### src/design/pyro_pkg.sv
// ----------------------------------------------------------------------------
// Release actuator controller package
// Shared types, register indexes, function codes and fixed thresholds.
// ----------------------------------------------------------------------------
package pyro_pkg;

	localparam int TIME_BITS = 32;
	localparam int PERIOD_W = 31;
	localparam int CMP_W = (TIME_BITS > PERIOD_W) ? TIME_BITS : PERIOD_W;

	localparam logic [15:0] ARM_SHORT_MV = 16'd5000;
	localparam logic [15:0] ARMED_NO_RELEASE_MV = 16'd18000;

	typedef logic [TIME_BITS-1:0] time_t;

	typedef enum logic [2:0] {
		FN_FIRE     = 3'd0,
		FN_SELFTEST = 3'd1,
		FN_ARM      = 3'd2,
		FN_DISARM   = 3'd3,
		FN_STATUS   = 3'd4
	} func_t;

	typedef enum logic [2:0] {
		RC_RUNNING     = 3'd0,
		RC_PASSED      = 3'd1,
		RC_NO_BATTERY  = 3'd2,
		RC_LOW_BATTERY = 3'd3,
		RC_SHORT       = 3'd4,
		RC_OPEN        = 3'd5,
		RC_NO_RELEASE  = 3'd6
	} rc_t;

	typedef enum logic [2:0] {
		PH_IDLE      = 3'd0,
		PH_TEST_WAIT = 3'd1,
		PH_FIRE_WAIT = 3'd2,
		PH_FIRE_ON   = 3'd3,
		PH_OFF_WAIT  = 3'd4,
		PH_FIRE_OFF  = 3'd5
	} phase_t;

	typedef enum logic [2:0] {
		REG_EXPECTED_CODE = 3'd0,
		REG_HALF_PERIOD   = 3'd1,
		REG_FIRE_HOLD     = 3'd2,
		REG_SETTLE_DELAY  = 3'd3,
		REG_NO_BATTERY    = 3'd4,
		REG_LOW_BATTERY   = 3'd5,
		REG_FAIL_OPEN     = 3'd6,
		REG_NO_RELEASE    = 3'd7
	} cfg_reg_t;

	typedef struct packed {
		logic [2:0]  func;
		logic [31:0] now;
		logic [31:0] offered_code;
		logic        fire_monitor;
		logic        arm_sense;
		logic [15:0] test_volt_mv;
		logic [15:0] arm_volt_mv;
		logic [15:0] release_volt_mv;
	} req_t;

	typedef struct packed {
		logic       done_or_accepted;
		logic [2:0] result_code;
		logic       fire_drive;
		logic       test_drive;
		logic       arm_drive;
		logic       armed_in_test_fault;
	} res_t;

	typedef struct packed {
		logic [31:0]         expected_code;
		logic [PERIOD_W-1:0] half_period_cycles;
		logic [PERIOD_W-1:0] fire_hold_cycles;
		logic [PERIOD_W-1:0] settle_delay_cycles;
		logic [15:0]         no_battery_mv;
		logic [15:0]         low_battery_mv;
		logic [15:0]         fail_open_mv;
		logic [15:0]         no_release_test_mv;
	} cfg_t;

endpackage

### src/design/pyro_cfg.sv
// ----------------------------------------------------------------------------
// Release actuator configuration registers
// Holds the safety code, timer periods and voltage thresholds.
// ----------------------------------------------------------------------------
module pyro_cfg (
	input  logic          clk,
	input  logic          arst_n,
	input  logic          cfg_we,
	input  logic [2:0]    cfg_index,
	input  logic [31:0]   cfg_data,
	output pyro_pkg::cfg_t cfg
);
	import pyro_pkg::*;

	cfg_t cfg_q;

	always_ff @(posedge clk or negedge arst_n) begin
		if (!arst_n) begin
			cfg_q.expected_code <= 32'd0;
			cfg_q.half_period_cycles <= PERIOD_W'(200);
			cfg_q.fire_hold_cycles <= PERIOD_W'(3000000);
			cfg_q.settle_delay_cycles <= PERIOD_W'(100000);
			cfg_q.no_battery_mv <= 16'd5000;
			cfg_q.low_battery_mv <= 16'd24000;
			cfg_q.fail_open_mv <= 16'd500;
			cfg_q.no_release_test_mv <= 16'd1000;
		end else if (cfg_we) begin
			case (cfg_reg_t'(cfg_index))
				REG_EXPECTED_CODE: cfg_q.expected_code <= cfg_data;
				REG_HALF_PERIOD: cfg_q.half_period_cycles <= cfg_data[PERIOD_W-1:0];
				REG_FIRE_HOLD: cfg_q.fire_hold_cycles <= cfg_data[PERIOD_W-1:0];
				REG_SETTLE_DELAY: cfg_q.settle_delay_cycles <= cfg_data[PERIOD_W-1:0];
				REG_NO_BATTERY: cfg_q.no_battery_mv <= cfg_data[15:0];
				REG_LOW_BATTERY: cfg_q.low_battery_mv <= cfg_data[15:0];
				REG_FAIL_OPEN: cfg_q.fail_open_mv <= cfg_data[15:0];
				REG_NO_RELEASE: cfg_q.no_release_test_mv <= cfg_data[15:0];
				default: ;
			endcase
		end
	end

	assign cfg = cfg_q;

endmodule

### src/design/pyro_ctrl.sv
// ----------------------------------------------------------------------------
// Release actuator control state
// Fire pulsing, self-test sequence, arm and disarm, and armed status check.
// ----------------------------------------------------------------------------
module pyro_ctrl (
	input  logic           clk,
	input  logic           arst_n,
	input  logic           go,
	input  pyro_pkg::req_t req,
	input  pyro_pkg::cfg_t cfg,
	output pyro_pkg::res_t res
);
	import pyro_pkg::*;

	logic   fire_q, test_q, arm_q;
	time_t  last_toggle_q, fire_end_q, phase_start_q;
	phase_t phase_q;
	rc_t    verdict_q;

	logic   fire_d, test_d, arm_d;
	time_t  last_toggle_d, fire_end_d, phase_start_d;
	phase_t phase_d;
	rc_t    verdict_d;

	time_t  now_t, due, due_diff, end_diff, toggle_diff;
	logic   ge_due, ge_end, toggle_ok, code_ok, armed_block;
	rc_t    verdict_early, verdict_late, status_rc;
	func_t  func;

	assign func = func_t'(req.func);
	assign now_t = TIME_BITS'(req.now);
	assign due = phase_start_q + TIME_BITS'(cfg.settle_delay_cycles);
	assign due_diff = now_t - due;
	assign end_diff = now_t - fire_end_q;
	assign toggle_diff = now_t - last_toggle_q;
	assign ge_due = !due_diff[TIME_BITS-1];
	assign ge_end = !end_diff[TIME_BITS-1];
	assign toggle_ok = CMP_W'(toggle_diff) >= CMP_W'(cfg.half_period_cycles);
	assign code_ok = req.offered_code == cfg.expected_code;
	assign armed_block = (phase_q != PH_IDLE) && req.arm_sense;

	always_comb begin
		verdict_early = verdict_q;
		if (req.test_volt_mv < cfg.no_battery_mv) begin
			verdict_early = RC_NO_BATTERY;
		end else if (req.test_volt_mv < cfg.low_battery_mv) begin
			verdict_early = RC_LOW_BATTERY;
		end else if (req.arm_volt_mv < ARM_SHORT_MV) begin
			verdict_early = RC_SHORT;
		end

		verdict_late = verdict_q;
		if (req.release_volt_mv > cfg.fail_open_mv) begin
			verdict_late = RC_OPEN;
		end else if (req.arm_volt_mv > cfg.no_release_test_mv) begin
			verdict_late = RC_NO_RELEASE;
		end

		status_rc = RC_PASSED;
		if (req.fire_monitor) begin
			if (req.release_volt_mv > cfg.fail_open_mv) begin
				status_rc = RC_OPEN;
			end else if (req.arm_volt_mv > ARMED_NO_RELEASE_MV) begin
				status_rc = RC_NO_RELEASE;
			end
		end else begin
			if (req.arm_volt_mv < cfg.no_battery_mv) begin
				status_rc = RC_NO_BATTERY;
			end else if (req.arm_volt_mv < cfg.low_battery_mv) begin
				status_rc = RC_LOW_BATTERY;
			end
		end
	end

	// Self-test sequence next phase.
	always_comb begin
		phase_d = phase_q;
		if (func == FN_SELFTEST && !armed_block) begin
			case (phase_q)
				PH_TEST_WAIT: begin
					if (ge_due) begin
						phase_d = (verdict_early != RC_PASSED) ? PH_FIRE_OFF : PH_FIRE_WAIT;
					end
				end
				PH_FIRE_WAIT: begin
					if (req.fire_monitor) phase_d = PH_FIRE_ON;
				end
				PH_FIRE_ON: begin
					if (ge_due) phase_d = PH_OFF_WAIT;
				end
				PH_OFF_WAIT: begin
					if (!req.fire_monitor) phase_d = PH_FIRE_OFF;
				end
				PH_FIRE_OFF: begin
					if (ge_due) phase_d = PH_IDLE;
				end
				PH_IDLE: begin
					phase_d = req.arm_sense ? PH_IDLE : PH_TEST_WAIT;
				end
				default: begin
					phase_d = req.arm_sense ? PH_IDLE : PH_TEST_WAIT;
				end
			endcase
		end
	end

	// Drive levels, timers, verdict and result fields.
	always_comb begin
		fire_d = fire_q;
		test_d = test_q;
		arm_d = arm_q;
		last_toggle_d = last_toggle_q;
		fire_end_d = fire_end_q;
		phase_start_d = phase_start_q;
		verdict_d = verdict_q;
		res = '0;

		case (func)
			FN_FIRE: begin
				if (!req.fire_monitor) begin
					fire_end_d = now_t + TIME_BITS'(cfg.fire_hold_cycles);
					if (code_ok && toggle_ok) begin
						last_toggle_d = now_t;
						fire_d = !fire_q;
					end
				end else if (ge_end) begin
					fire_d = 1'b0;
					res.done_or_accepted = 1'b1;
				end else if (code_ok && toggle_ok) begin
					last_toggle_d = now_t;
					fire_d = !fire_q;
				end
			end
			FN_SELFTEST: begin
				if (armed_block) begin
					res.armed_in_test_fault = 1'b1;
				end else begin
					case (phase_q)
						PH_TEST_WAIT: begin
							if (ge_due) verdict_d = verdict_early;
						end
						PH_FIRE_WAIT: begin
							if (toggle_ok) begin
								last_toggle_d = now_t;
								fire_d = !fire_q;
							end
							if (req.fire_monitor) phase_start_d = now_t;
						end
						PH_FIRE_ON: begin
							if (toggle_ok) begin
								last_toggle_d = now_t;
								fire_d = !fire_q;
							end
							if (ge_due) verdict_d = verdict_late;
						end
						PH_OFF_WAIT: begin
							if (!req.fire_monitor) phase_start_d = now_t;
						end
						PH_FIRE_OFF: begin
							if (ge_due) begin
								test_d = 1'b0;
								res.result_code = verdict_q;
							end
						end
						default: begin
							if (!req.arm_sense) begin
								test_d = 1'b1;
								phase_start_d = now_t;
								verdict_d = RC_PASSED;
							end
						end
					endcase
				end
			end
			FN_ARM: begin
				if (!test_q) begin
					arm_d = 1'b1;
					res.done_or_accepted = 1'b1;
				end
			end
			FN_DISARM: begin
				if (!req.fire_monitor) begin
					arm_d = 1'b0;
					res.done_or_accepted = 1'b1;
				end
			end
			FN_STATUS: begin
				res.result_code = status_rc;
			end
			default: ;
		endcase

		res.fire_drive = fire_d;
		res.test_drive = test_d;
		res.arm_drive = arm_d;
	end

	always_ff @(posedge clk or negedge arst_n) begin
		if (!arst_n) begin
			fire_q <= 1'b0;
			test_q <= 1'b0;
			arm_q <= 1'b0;
			last_toggle_q <= '0;
			fire_end_q <= '0;
			phase_start_q <= '0;
			phase_q <= PH_IDLE;
			verdict_q <= RC_PASSED;
		end else if (go) begin
			fire_q <= fire_d;
			test_q <= test_d;
			arm_q <= arm_d;
			last_toggle_q <= last_toggle_d;
			fire_end_q <= fire_end_d;
			phase_start_q <= phase_start_d;
			phase_q <= phase_d;
			verdict_q <= verdict_d;
		end
	end

endmodule

### src/design/pyro_release_fire_and_selftest.sv
// ----------------------------------------------------------------------------
// Release actuator controller
// Top level: request register, control state and result register.
// ----------------------------------------------------------------------------
// One request is accepted every clock cycle when the result side keeps up.
// A request is captured in an input register, evaluated against the drive
// levels, timers and self-test state in a single pass of logic, and its
// result is registered and offered on the output from the result register.
// The state update for each request happens as it moves into the result
// register, giving one request per clock while the result side keeps up.
// ----------------------------------------------------------------------------
module pyro_release_fire_and_selftest (
	input  logic           clk,
	input  logic           arst_n,
	input  logic           in_valid,
	output logic           in_stall,
	input  pyro_pkg::req_t in_req,
	output logic           out_valid,
	input  logic           out_stall,
	output pyro_pkg::res_t out_res,
	input  logic           cfg_we,
	input  logic [2:0]     cfg_index,
	input  logic [31:0]    cfg_data
);
	import pyro_pkg::*;

	cfg_t cfg;
	req_t req_s1;
	logic valid_s1;
	res_t res_d;
	res_t res_s2;
	logic valid_s2;
	logic advance;
	logic go;

	assign advance = !valid_s2 || !out_stall;
	assign go = valid_s1 && advance;
	assign in_stall = valid_s1 && !advance;

	pyro_cfg u_cfg (
		.clk       (clk),
		.arst_n    (arst_n),
		.cfg_we    (cfg_we),
		.cfg_index (cfg_index),
		.cfg_data  (cfg_data),
		.cfg       (cfg)
	);

	pyro_ctrl u_ctrl (
		.clk    (clk),
		.arst_n (arst_n),
		.go     (go),
		.req    (req_s1),
		.cfg    (cfg),
		.res    (res_d)
	);

	always_ff @(posedge clk or negedge arst_n) begin
		if (!arst_n) begin
			valid_s1 <= 1'b0;
			valid_s2 <= 1'b0;
		end else begin
			if (!in_stall) valid_s1 <= in_valid;
			if (advance) valid_s2 <= valid_s1;
		end
	end

	always_ff @(posedge clk) begin
		if (in_valid && !in_stall) req_s1 <= in_req;
		if (go) res_s2 <= res_d;
	end

	assign out_valid = valid_s2;
	assign out_res = res_s2;

endmodule

### config.mk
export PLATFORM = sky130hd
export DESIGN_NAME = pyro_release_fire_and_selftest
export DESIGN_NICKNAME = d
export VERILOG_FILES = /design/src/design/pyro_pkg.sv /design/src/design/pyro_cfg.sv /design/src/design/pyro_ctrl.sv /design/src/design/pyro_release_fire_and_selftest.sv
export SDC_FILE = /design/constraint.sdc
export NUM_CORES = 1
export LEC_CHECK = 0
export BUFFER_PORTS_ARGS = -buffer_cell sky130_fd_sc_hd__buf_2
export CORE_UTILIZATION = 58
export DETAILED_ROUTE_END_ITERATION = 10
export PLACE_DENSITY_LB_ADDON = 0.05
export SYNTH_ARGS = -nofsm -noshare
export SYNTH_HDL_FRONTEND = slang
export SYNTH_SLANG_ARGS = --single-unit
### constraint.sdc
create_clock -name clk -period 10.3 [get_ports clk]
set_input_delay 0 -clock clk [delete_from_list [all_inputs] [get_ports clk]]
set_output_delay 0 -clock clk [all_outputs]
set_load 0.05 [all_outputs]
## Word-level counts from Yosys, hierarchy flattened

Cells that the tools add are included.

| cells by class | value |
|---|---|
| reduce and logical (&&, ||, !) cells | 34 |
| $add $sub $neg | 5 |
| magnitude comparators | 9 |
| bitwise gates (word level) | 4 |
| equal/unequal tests | 30 |
| mux-type cells | 58 |

Operator list:

| kind | count |
|---|---|
| 2-to-1 mux 32 bit | 9 |
| one-hot mux 32 bit (3 select lines) | 1 |
| subtractor 32 bit | 3 |
| adder 32 x 31 -> 32 bit | 2 |
| < comparator 16 bit | 4 |
| one-hot mux 32 bit (2 select lines) | 1 |
| 2-to-1 mux 3 bit | 21 |
| == test 32 bit | 1 |
| >= comparator 32 x 31 -> 1 bit | 1 |
| greater-than comparator 16 bit | 2 |
| == test 3 bit (second input constant) | 7 |
| == test 3 x 2 -> 1 bit (second input constant) | 6 |
| 2-to-1 mux 1 bit | 18 |
| greater-than comparator 16 x 15 -> 1 bit (second input constant) | 1 |
| < comparator 16 x 13 -> 1 bit (second input constant) | 1 |
| AND reduction 2 bit | 8 |
| one-hot mux 3 bit (5 select lines) | 1 |
| != test 2 bit (second input constant) | 7 |
| AND reduction 7 bit | 2 |
| != test 3 x 1 -> 1 bit (second input constant) | 4 |
| == test 3 x 1 -> 1 bit (second input constant) | 3 |
| one-hot mux 3 bit (3 select lines) | 1 |
| AND reduction 8 bit | 1 |
| logical AND 1 bit | 6 |
| 17 further kinds | 29 |

| word-level totals | value |
|---|---|
| input port bits | 157 |
| logic and storage cells | 172 |
| bits in registers | 421 |
| output and inout port bits | 10 |

## Depth between registers and ports, before layout

Gate-level depths: netlist of run 1.

| depth | value |
|---|---|
| word-level depth | 8 |
| depth in mapped cells | 26 |
| mapped depth without buffers | 25 |

## By module

From an unflattened synthesis of run 1, not the netlist that was laid out.

| second synthesis, totals | value |
|---|---|
| cell total of the unflattened synthesis | 2,147 |
| area, all modules | 24,393.4 um^2 |

By module, submodules not included:

| module | sequential area each (um^2) | cells an instance | area an instance (um^2) | instances |
|---|---|---|---|---|
| pyro_ctrl | 2,628.8 | 1,607 | 13,359.1 | 1 |
| pyro_cfg | 4,783.3 | 407 | 7,188.1 | 1 |
| pyro_release_fire_and_selftest | 3,803.6 | 133 | 3,846.2 | 1 |

## Least setup slack after synthesis of run 1

Ideal clock, no wire load.

| timing | value |
|---|---|
| path kind | flip-flop to flip-flop |
| start point | register req_s1[82] (netlist name) |
| end point | register u_ctrl.last_toggle_q[22] |
| setup time | 0.128 ns |
| slack | 4.937 ns |
| buffers on the path | 1 |
| arrival | 5.236 ns |
| stages on the path, launching flop included | 27 |
| period minus slack after synthesis | 5.363 ns |
| data required time | 10.172 ns |
| cell sequence | edfxtp_1 -> inv_1 -> ha_1 -> inv_1 -> fa_1 -> a21o_1 -> a21oi_1 -> o21bai_1 -> a31oi_1 -> o31ai_1 -> o21a_1 -> a21o_1 -> a21oi_1 -> o21ai_0 -> xor2_1 -> ha_1 -> nand4_1 -> nor3_1 -> nand4_1 -> nor4_1 -> a21o_1 -> a311oi_1 -> a21bo_2 -> o21ai_1 -> nor4_4 -> buf_6 -> mux2_1 |

| on the way | value |
|---|---|
| cells in the longest elaborated chain, start to end | 7 |
| elaborated cells between the ends (all ways) | 11 |
| classes of those cells | add/sub (2); order compare (1); eq/ne (2); mux (4); reduce/logical (2) |

RTL lines:

| what | RTL line | text |
|---|---|---|
| start, declared | pyro_release_fire_and_selftest.sv:28 | `req_t req_s1;` |
| start signal, assigned | pyro_release_fire_and_selftest.sv:69 | `if (in_valid && !in_stall) req_s1 <= in_req;` |
| subtractor 32 bit | pyro_ctrl.sv:35 | `assign toggle_diff = now_t - last_toggle_q;` |
| >= comparator 32 x 31 -> 1 bit | pyro_ctrl.sv:38 | `assign toggle_ok = CMP_W'(toggle_diff) >= CMP_W'(cfg.half_period_cycles);` |
| logical AND 1 bit | pyro_ctrl.sv:122, pyro_ctrl.sv:129 |  |
| 2-to-1 mux 32 bit (3 in series) | n/a |  |
| one-hot mux 32 bit (2 select lines) | n/a |  |
| end signal, assigned | pyro_ctrl.sv:212 | `last_toggle_q <= last_toggle_d;` |
| end, declared | pyro_ctrl.sv:16 | `time_t last_toggle_q, fire_end_q, phase_start_q;` |

Parallel ways exist; a longest one is shown, timed or not. The select of a mux whose other input is x is not followed.
A chain may end at the register's enable or synchronous reset.

## Worst setup path after layout of run 1

| timing | value |
|---|---|
| start point | register req_s1[82] (netlist name) |
| end point | register u_ctrl.last_toggle_q[0] |

| on the way | value |
|---|---|
| cells in the longest elaborated chain, start to end | 7 |
| elaborated cells between the ends (all ways) | 14 |
| classes of those cells | add/sub (2); order compare (1); eq/ne (2); mux (7); reduce/logical (2) |

RTL lines:

| what | RTL line | text |
|---|---|---|
| subtractor 32 bit | pyro_ctrl.sv:35 |  |
| >= comparator 32 x 31 -> 1 bit | pyro_ctrl.sv:38 |  |
| logical AND 1 bit | pyro_ctrl.sv:122, pyro_ctrl.sv:129 |  |
| 2-to-1 mux 32 bit | pyro_ctrl.sv:122, pyro_ctrl.sv:129 |  |
| 2-to-1 mux 32 bit | pyro_ctrl.sv:126 | `end else if (ge_end) begin` |
| 2-to-1 mux 32 bit | pyro_ctrl.sv:120 | `if (!req.fire_monitor) begin` |
| one-hot mux 32 bit (2 select lines) | pyro_ctrl.sv:118 | `case (func)` |

Parallel ways exist; a longest one is shown, timed or not. The select of a mux whose other input is x is not followed.

==> results of run 1 <==
[how the worst max path moves through the flow]
| stage | from | endpoint | slack [ns] | depth (start not counted) |
|---|---|---|---|---|
| 6_report | req_s1[82] | u_ctrl.last_toggle_q[0] | 3.61 | 26 |
| 2_1_floorplan | req_s1[82] | u_ctrl.last_toggle_q[22] | 4.94 | 26 |
| 3_5_place_dp | req_s1[82] | u_ctrl.last_toggle_q[0] | 3.64 | 26 |
| 3_3_place_gp | req_s1[82] | u_ctrl.last_toggle_q[0] | 3.83 | 26 |
| 5_1_grt | req_s1[82] | u_ctrl.last_toggle_q[18] | 3.10 | 26 |
| 4_1_cts | req_s1[82] | u_ctrl.last_toggle_q[0] | 3.58 | 26 |
[flip-flops by register name, indices dropped and copies added (netlist names)]
| name | flops |
|---|---|
| u_ctrl.last_toggle_q | 32 |
| u_ctrl.phase_start_q | 32 |
| u_ctrl.verdict_q | 3 |
| u_ctrl.test_q | 1 |
| valid_s1 | 1 |
| req_s1 | 117 |
| u_cfg.cfg | 189 |
| out_res | 8 |
| u_ctrl.fire_end_q | 32 |
| u_ctrl.fire_q | 1 |
| out_valid | 1 |
| u_ctrl.arm_q | 1 |
| u_ctrl.phase_q | 3 |
[final cells by class]
class,count,area share [%]
multi-input cells,1384,40.72
flip-flops and latches,421,39.66
repair buffers,332,8.733
clock buffers,61,4.552
inverters,241,3.199
well taps,525,2.323
clock inverters,25,0.7964
diodes,2,0.01770
[power by group through the flow]
stage	registers, uW	logic (uW)	clock network (uW)
after floorplan	2170	1030	0
after global placement	2210	1370	0
after detailed placement	2220	1420	0
after CTS	2190	1480	1680
after global routing	2230	1690	1750
final	2200	1490	1660
[worst register-to-register path, stage by stage (launching register included)]
cell and delay, ns:
sky130_fd_sc_hd__edfxtp_1 0.44, sky130_fd_sc_hd__inv_1 0.10, sky130_fd_sc_hd__ha_1 0.18, sky130_fd_sc_hd__inv_1 0.06, sky130_fd_sc_hd__fa_1 0.42, sky130_fd_sc_hd__a21o_1 0.19, sky130_fd_sc_hd__a21oi_1 0.24, sky130_fd_sc_hd__o21bai_1 0.12
sky130_fd_sc_hd__a31oi_1 0.28, sky130_fd_sc_hd__o31ai_1 0.20, sky130_fd_sc_hd__o21a_1 0.26, sky130_fd_sc_hd__a21o_1 0.19, sky130_fd_sc_hd__a21oi_1 0.21, sky130_fd_sc_hd__o21ai_0 0.15, sky130_fd_sc_hd__xor2_1 0.16, sky130_fd_sc_hd__ha_1 0.31
sky130_fd_sc_hd__nand4_1 0.10, sky130_fd_sc_hd__nor3_1 0.28, sky130_fd_sc_hd__nand4_1 0.16, sky130_fd_sc_hd__nor4_1 0.32, sky130_fd_sc_hd__a21o_1 0.19, sky130_fd_sc_hd__a311oi_1 0.09, sky130_fd_sc_hd__a21bo_2 0.21, sky130_fd_sc_hd__o21ai_1 0.13
sky130_fd_sc_hd__nor4_4 0.74, sky130_fd_sc_hd__buf_4 0.45, sky130_fd_sc_hd__mux2_2 0.39
[kinds of logic (layout without fill, tap and decap cells)]
kind of cell	after synthesis	after routing
AO/OA/AOI/OAI	455	455
adder cells (fa/ha/maj)	278	278
buffers and inverters	291	659
multiplexers	208	208
other	0	2
AND/OR/NAND/NOR	352	352
XOR/XNOR	91	91
flip-flops	421	421
[what timing repair did]
| action | 4_1_cts | 5_1_grt |
|---|---|---|
| endpoints found under the hold margin | 390 | 0 |
| hold buffers | 153 | 0 |
| setup buffers | 0 | 0 |
[cells in the final DEF, fill, tap and decap left out, types with 7 or more instances in the layout]
master and instances:
sky130_fd_sc_hd__nor2_1 61, sky130_fd_sc_hd__mux2_1 29, sky130_fd_sc_hd__nor3_1 13, sky130_fd_sc_hd__o21a_1 22, sky130_fd_sc_hd__mux2_2 178, sky130_fd_sc_hd__buf_4 13, sky130_fd_sc_hd__o21ai_0 150, sky130_fd_sc_hd__nor4_1 14
sky130_fd_sc_hd__and3_1 8, sky130_fd_sc_hd__clkbuf_16 46, sky130_fd_sc_hd__buf_2 165, sky130_fd_sc_hd__ha_1 247, sky130_fd_sc_hd__a2111oi_0 8, sky130_fd_sc_hd__inv_1 241, sky130_fd_sc_hd__nand2b_1 24, sky130_fd_sc_hd__dfstp_2 44
sky130_fd_sc_hd__nand2_1 131, sky130_fd_sc_hd__fa_1 31, sky130_fd_sc_hd__nor2b_1 13, sky130_fd_sc_hd__clkbuf_8 8, sky130_fd_sc_hd__clkbuf_1 7, sky130_fd_sc_hd__o31ai_1 10, sky130_fd_sc_hd__dfrtp_1 252, sky130_fd_sc_hd__a31oi_1 10
sky130_fd_sc_hd__edfxtp_1 125, sky130_fd_sc_hd__dlygate4sd3_1 153, sky130_fd_sc_hd__a21o_1 89, sky130_fd_sc_hd__o21bai_1 7, sky130_fd_sc_hd__o211ai_1 9, sky130_fd_sc_hd__xnor2_1 35, sky130_fd_sc_hd__a211oi_1 15, sky130_fd_sc_hd__clkinv_2 17
sky130_fd_sc_hd__a21oi_1 83, sky130_fd_sc_hd__nand4_1 33, sky130_fd_sc_hd__xor2_1 56, sky130_fd_sc_hd__nand3_1 21
[metal layers]
metal / global-route usage, % / routed length [um]
met5: 0 / 0
met4: 8.662 / 1356
met3: 3.913 / 3804
met2: 49.88 / 29240
met1: 42.84 / 27170
[stage by stage]
stage	utilization [%]	hold WS, ns
finish	70.53	0.08178
global placement	62.93	0.1402
global route	70.53	0.1080
CTS	70.52	0.06307
detailed placement	62.93	0.1437
floorplan	-	-0.2956
==> flow_summary.rst, run 1 <==
.. list-table::
   :header-rows: 1

   * - Metric
     - Value
   * - Status
     - finished, final reports clean
   * - Worst flop-to-flop path endpoint
     - u_ctrl.last_toggle_q[0]
   * - Comb pwr share
     - between 20% and 30%
   * - Most common flop cell mapped by yosys
     - sky130_fd_sc_hd__dfrtp_1
   * - Type of the worst setup path
     - reg2reg
   * - Post-DP Area
     - 0.02523 sq mm
   * - Last weighted congestion value of the routability-driven placer
     - approximately 0.91
   * - Top area cells in the synthesized netlist
     - sky130_fd_sc_hd__dfrtp_1, sky130_fd_sc_hd__edfxtp_1, sky130_fd_sc_hd__ha_1, sky130_fd_sc_hd__mux2_2, sky130_fd_sc_hd__dfstp_2
   * - Least setup slack across all paths after layout
     - 3.613 ns
   * - Post-detailed-route count of antenna-violating nets
     - 0
   * - Min-Delay Path Class
     - in2async
   * - Site row count
     - 73
   * - Transition time at the pin with the least slew margin
     - 1.184 ns
   * - Area used by multi-input combinational logic
     - between 0.01 and 0.015 sq mm
   * - Leakage dissipation
     - 0.01292 uW
   * - Most frequent cell after synthesis
     - sky130_fd_sc_hd__dfrtp_1
   * - DRC
     - 0
   * - Multiplexer share of the synthesized area
     - 9.827%
   * - Placed cell count
     - ~2800
   * - Power, Total
     - around 5300 uW
   * - H-tree depth
     - 2
   * - Startpoint type of the worst setup path
     - flop
   * - Filler cells
     - between 2000 and 3000
   * - Max-Cap Viols
     - 0
   * - Buffer type at the clock tree root
     - sky130_fd_sc_hd__clkbuf_16
   * - Clock latency at the later pin of the worst-skew pair
     - roughly 0.59 ns
   * - Data arrival, critical path
     - about 7 ns
   * - Critical path buffer and inverter count
     - 3
   * - Synthesized net count
     - 2531
   * - Yosys warning count
     - 0
   * - Area share of fa/ha/maj cells after synthesis
     - about 16%
   * - Via count of the first global-routing pass
     - 17710
   * - R2R depth
     - 26
   * - Achievable frequency
     - about 150 MHz
   * - Synthesized-area fraction occupied by ao, oa, aoi and oai cells
     - between 10 and 15%
   * - Dpl ws
     - around 3.6 ns
   * - Internal power summed over all cells
     - between 3000 and 4000 uW
   * - Synthesized instance count
     - 2096
   * - Number of synthesized register bits
     - 421
   * - CP dominant cell by count
     - sky130_fd_sc_hd__a21o_1
   * - Net switching power
     - around 1700 uW
   * - Fin crit period
     - around 6.7 ns
   * - Total CTS buffers
     - between 40 and 50
   * - Total global routing overflow
     - 0
   * - DR vias
     - ~17000
   * - Quantity of gates resized following cts
     - 0
   * - Post-synthesis xor/xnor area fraction
     - around 3.3%
   * - Die height
     - 204.7 um
   * - Final Cell Area
     - roughly 0.028 sq mm
   * - Power per Cell Area
     - about 190 mW/mm^2
   * - CTS max path bufs
     - 3
   * - Number of antenna violations at the first check in global routing
     - 5
   * - Final hold vios
     - 0
   * - Highest-delay cell along the critical path
     - sky130_fd_sc_hd__nor4_4
   * - CP Data Required Time
     - between 10 and 15 ns
   * - Clock slew at reported path FFs
     - ~0.060 ns
   * - Detailed router's first-iteration violation count
     - 1145
   * - Io pins
     - roughly 170
   * - Largest vdd supply drop
     - around 0.00016 V
   * - Top cell types by occurrence after synthesis
     - sky130_fd_sc_hd__dfrtp_1, sky130_fd_sc_hd__ha_1, sky130_fd_sc_hd__inv_1
   * - Wire length of the first global-routing pass
     - about 97000 um
   * - Sequential share of power
     - 41.1%
   * - Number of different library cells in the post-synthesis netlist
     - 72
   * - Switching power share of the total
     - a little under a third
   * - TritonCTS clock tree
     - done
   * - Detailed Routing Iterations Pass 1
     - 5
   * - Post-synth EDFFs
     - ~130
   * - Category of cells accounting for the largest share of critical-path delay
     - compound AO/OA/AOI/OAI gates
   * - Sequential Area
     - around 0.011 sq mm
   * - Sequential area share after synthesis
     - 47.08%
   * - Post-detailed-route wirelength per cell
     - ~20 um
   * - Clock network fraction of total power
     - a little under a third
   * - Aggregate global-route resource usage
     - between 30% and 40%
   * - Core area
     - approximately 0.04 sq mm
   * - Number of setup violations in the final report
     - 0
   * - Endpoint class of the critical path
     - flop
   * - Unrepaired setup endpoints after global routing
     - no
   * - Estimated wirelength of the detail-placed design
     - 41940 um
   * - Cell taking the most area after synthesis
     - sky130_fd_sc_hd__dfrtp_1
   * - Final worst path period share
     - 64.92%
   * - Pin count of the biggest net entering global routing
     - between 100 and 150
   * - Setup slack of the worst register-to-register path
     - roughly 3.6 ns
   * - Number of clock sinks
     - 421
   * - Sum of routed wire length over all layers
     - 61570 um
   * - Syn-to-layout area delta
     - 18.71%
   * - Critical Path Max Stage Delay
     - approximately 0.74 ns
   * - Post-route insts no fill
     - between 2000 and 3000
   * - Initial Util
     - 59.41%
   * - Simple-gate share of the synthesized area
     - slightly above 7%
   * - Final sum of negative setup slack
     - 0 ns
   * - Yosys top cell area share
     - 26.47%
   * - Routed vias/inst
     - between 5 and 6
   * - Max-slew violation total from the final report
     - 0
   * - Tightest slew margin relative to the limit
     - 21.04%
   * - Die outline area
     - around 0.042 sq mm
   * - Buffers on Ports
     - roughly 170
   * - Synth Cell Area
     - 0.02382 sq mm
   * - Combinational family with the most area after synthesis
     - adder cells
   * - Post-synthesis average cell area
     - 11.37 sq um
   * - Number of nets in the layout
     - approximately 2900
   * - Fin Clk Skew
     - approximately 0.015 ns
   * - Source of the worst register-to-register timing path
     - req_s1[82]
   * - Largest fanout on the critical path
     - 22
   * - Ratio of cells with drive above 1 in the final layout
     - 20.25%
   * - Chip width
     - 204.7 um
   * - Post-synth ARST share
     - between 70 and 80%
(Power assumes the default switching activity.)
==> inputs of run 2 (changes only) <==
clock period = 6.8 ns   (was 10.3 ns; I/O delays follow)
==> flow_summary.rst, run 2 (synthesis gave the netlist of run 1 again) <==
.. list-table::
   :header-rows: 1

   * - Metric
     - Value
   * - Status
     - finished with violations (was finished, final reports clean)
   * - Failing checks
     - negative hold slack
   * - Area used by multi-input combinational logic
     - 0.01152 sq mm (unchanged)
   * - Chip width
     - 204.7 um (unchanged)
   * - Post-detailed-route wirelength per cell
     - 20.50 um (was 20.58 um)
   * - Core area
     - 0.04010 sq mm (unchanged)
   * - DR vias
     - 17130 (was 17140)
   * - Buffer type at the clock tree root
     - sky130_fd_sc_hd__clkbuf_16 (unchanged)
   * - Site row count
     - 73 (unchanged)
   * - Number of nets in the layout
     - 2860 (was 2861)
   * - Die height
     - 204.7 um (unchanged)
   * - Achievable frequency
     - 162.2 MHz (was 149.6 MHz)
   * - Buffers on Ports
     - 166 (unchanged)
   * - Clock slew at reported path FFs
     - 0.06 ns (about the same)
   * - Post-detailed-route count of antenna-violating nets
     - 0 (unchanged)
   * - Least setup slack across all paths after layout
     - 0.6349 ns (was 3.613 ns)
   * - Estimated wirelength of the detail-placed design
     - 42220 um (was 41940 um)
   * - Transition time at the pin with the least slew margin
     - 1.168 ns (was 1.184 ns)
   * - Io pins
     - 167 (unchanged)
   * - Detailed Routing Iterations Pass 1
     - 5 (unchanged)
   * - Number of clock sinks
     - 421 (unchanged)
   * - Wire length of the first global-routing pass
     - 97280 um (was 97070 um)
   * - Routed vias/inst
     - 5.724 (was 5.730)
   * - Via count of the first global-routing pass
     - 17710 (about the same)
   * - Highest-delay cell along the critical path
     - sky130_fd_sc_hd__edfxtp_1 (was sky130_fd_sc_hd__nor4_4)
   * - Most common library cell in the layout ignoring fill and taps
     - sky130_fd_sc_hd__dfrtp_1 (unchanged)
   * - Post-CTS setup-driven buffer insertion count
     - 0 (unchanged)
   * - CTS max path bufs
     - 3 (unchanged)
   * - Commonest cells after routing, fill and taps aside
     - sky130_fd_sc_hd__dfrtp_1, sky130_fd_sc_hd__ha_1, sky130_fd_sc_hd__inv_1 (unchanged)
   * - Placed cell count
     - 2749 (was 2750)
   * - Min-Delay Path Class
     - in2async (unchanged)
   * - CP Data Required Time
     - 7.26 ns (was 10.76 ns)
   * - Largest register FFs
     - 189 (unchanged)
   * - Data arrival, critical path
     - 6.63 ns (was 7.15 ns)
   * - Leakage dissipation
     - 0.01292 uW (about the same)
   * - Largest vdd supply drop
     - 0.0002329 V (was 0.0001581 V)
   * - Initial Util
     - 59.41% (unchanged)
   * - Worst hold slack
     - -0.0006233 ns (was 0.08178 ns)
   * - Pin count of the biggest net entering global routing
     - 83 (was 111)
   * - Unrepaired setup endpoints after global routing
     - no (unchanged)
   * - Largest fanout on the critical path
     - 32 (was 22)
   * - Ratio of cells with drive above 1 in the final layout
     - 19.85% (was 20.25%)
   * - Post-route insts no fill
     - 2992 (was 2991)
   * - Total global routing overflow
     - 0 (unchanged)
   * - Fin crit period
     - 6.165 ns (was 6.687 ns)
   * - Dpl ws
     - 0.6109 ns (was 3.639 ns)
   * - Number of gates on the worst path with buffers counted
     - 26 (unchanged)
   * - Detailed router's first-iteration violation count
     - 865 (was 1145)
   * - Final worst path period share
     - 90.66% (was 64.92%)
   * - Fin Clk Skew
     - 0.01998 ns (was 0.01452 ns)
   * - Critical Path Max Stage Delay
     - 0.44 ns (was 0.74 ns)
   * - Final hold vios
     - 1 (was 0)
   * - R2R depth
     - 26 (unchanged)
   * - Syn-to-layout area delta
     - 19.00% (was 18.71%)
   * - Number of antenna violations at the first check in global routing
     - 10 (was 5)
   * - Max-Cap Viols
     - 0 (unchanged)
   * - Number of setup violations in the final report
     - 0 (unchanged)
   * - Filler cells
     - 2884 (was 2885)
   * - DRC
     - 0 (unchanged)
   * - Max-slew violation total from the final report
     - 0 (unchanged)
   * - Type of the worst setup path
     - reg2reg (unchanged)
   * - H-tree depth
     - 2 (unchanged)
   * - TritonCTS clock tree
     - done (unchanged)
   * - Total CTS buffers
     - 46 (unchanged)
   * - Category of cells accounting for the largest share of critical-path delay
     - compound AO/OA/AOI/OAI gates (unchanged)
   * - Endpoint class of the critical path
     - flop (unchanged)
   * - Sum of routed wire length over all layers
     - 61340 um (was 61570 um)
   * - Aggregate global-route resource usage
     - 30.58% (was 30.57%)
   * - Clock latency at the later pin of the worst-skew pair
     - 0.59 ns (about the same)
   * - Sequential Area
     - 0.01122 sq mm (unchanged)
   * - CP dominant cell by count
     - sky130_fd_sc_hd__a21o_1 (unchanged)
   * - Power per Cell Area
     - 289.9 mW/mm^2 (was 188.9 mW/mm^2)
   * - Fin util
     - 70.70% (was 70.53%)
   * - Die outline area
     - 0.04189 sq mm (unchanged)
   * - Last weighted congestion value of the routability-driven placer
     - 0.8938 (was 0.9109)
   * - Tightest slew margin relative to the limit
     - 20.14% (was 21.04%)
   * - Startpoint type of the worst setup path
     - flop (unchanged)
   * - Final sum of negative setup slack
     - 0 ns (unchanged)
   * - Critical path buffer and inverter count
     - 3 (unchanged)
-- run 2: final timing paths --
| kind | end | startpoint | slack (ns) |
|---|---|---|---|
| setup / recovery | u_ctrl.last_toggle_q[21] | req_s1[82] | 0.63 |
| hold / removal | u_cfg.cfg[70] | arst_n | -0.0006 |
| setup reg to reg | u_ctrl.last_toggle_q[21] | req_s1[82] | 0.63 |
| hold reg to reg | u_ctrl.fire_end_q[4] | u_ctrl.fire_end_q[4] | 0.47 |
| max in group asynchronous | u_ctrl.fire_end_q[21] | arst_n | 5.33 |
| min in group clk | u_cfg.cfg[60] | cfg_index[1] | 0.07 |
-- run 2: what timing repair did --
action	in CTS	in global routing
endpoints found under the setup margin	0	31
hold buffers	153	0
gates resized for setup	0	1
endpoints found under the hold margin	374	0
-- run 2: layer usage --
layer | part of all wire, % | wire [um] | global-route usage, %
met5 | 0 | 0 | 0
met4 | 3.0 | 1811 | 9.781
met3 | 5.6 | 3422 | 5.377
met2 | 47 | 28840 | 49.69
met1 | 44 | 27270 | 41.59
-- run 2: worst reg2reg max path: stages (launching register included) --
cell and delay, ns:
sky130_fd_sc_hd__edfxtp_1 0.44, sky130_fd_sc_hd__inv_1 0.10, sky130_fd_sc_hd__ha_1 0.17, sky130_fd_sc_hd__inv_1 0.06
sky130_fd_sc_hd__fa_1 0.40, sky130_fd_sc_hd__a21o_1 0.18, sky130_fd_sc_hd__a21oi_1 0.22, sky130_fd_sc_hd__o21bai_1 0.12
sky130_fd_sc_hd__a31oi_1 0.34, sky130_fd_sc_hd__o31ai_1 0.23, sky130_fd_sc_hd__o21a_1 0.27, sky130_fd_sc_hd__a21o_1 0.19
sky130_fd_sc_hd__a21oi_1 0.20, sky130_fd_sc_hd__o21ai_0 0.14, sky130_fd_sc_hd__xor2_1 0.16, sky130_fd_sc_hd__ha_1 0.30
sky130_fd_sc_hd__nand4_1 0.11, sky130_fd_sc_hd__nor3_1 0.29, sky130_fd_sc_hd__nand4_1 0.17, sky130_fd_sc_hd__nor4_1 0.29
sky130_fd_sc_hd__a21o_1 0.19, sky130_fd_sc_hd__a311oi_1 0.09, sky130_fd_sc_hd__a21bo_2 0.21, sky130_fd_sc_hd__o21ai_1 0.13
sky130_fd_sc_hd__nor4_4 0.31, sky130_fd_sc_hd__buf_6 0.36, sky130_fd_sc_hd__mux2_1 0.38
-- run 2: cell type report --
| class | count | area share (%) |
|---|---|---|
| Multi-Input combinational cell | 1384 | 40.62 |
| Sequential cell | 421 | 39.56 |
| Timing Repair Buffer | 331 | 8.699 |
| Clock buffer | 65 | 4.524 |
| Inverter | 241 | 3.191 |
| Tap cell | 525 | 2.317 |
| Clock inverter | 21 | 1.050 |
| Antenna cell | 4 | 0.03531 |
-- run 2: power breakdown --
part	switching, uW	leakage (uW)	total, uW	internal, uW
clock network	1050	0.000772	2640	1580
registers	257	0.00483	3330	3070
logic	1220	0.00732	2250	1040
-- run 2: per-stage QoR --
stage               cell area [sq um]  power [uW]  hold WS (ns)
floorplan                       23820        4857       -0.2956
global placement                25220        5431       0.05005
detailed placement              25220        5518       0.04820
CTS                             28340        8246       0.01972
global route                    28350        8712       0.03045
finish                          28350        8219    -0.0006233
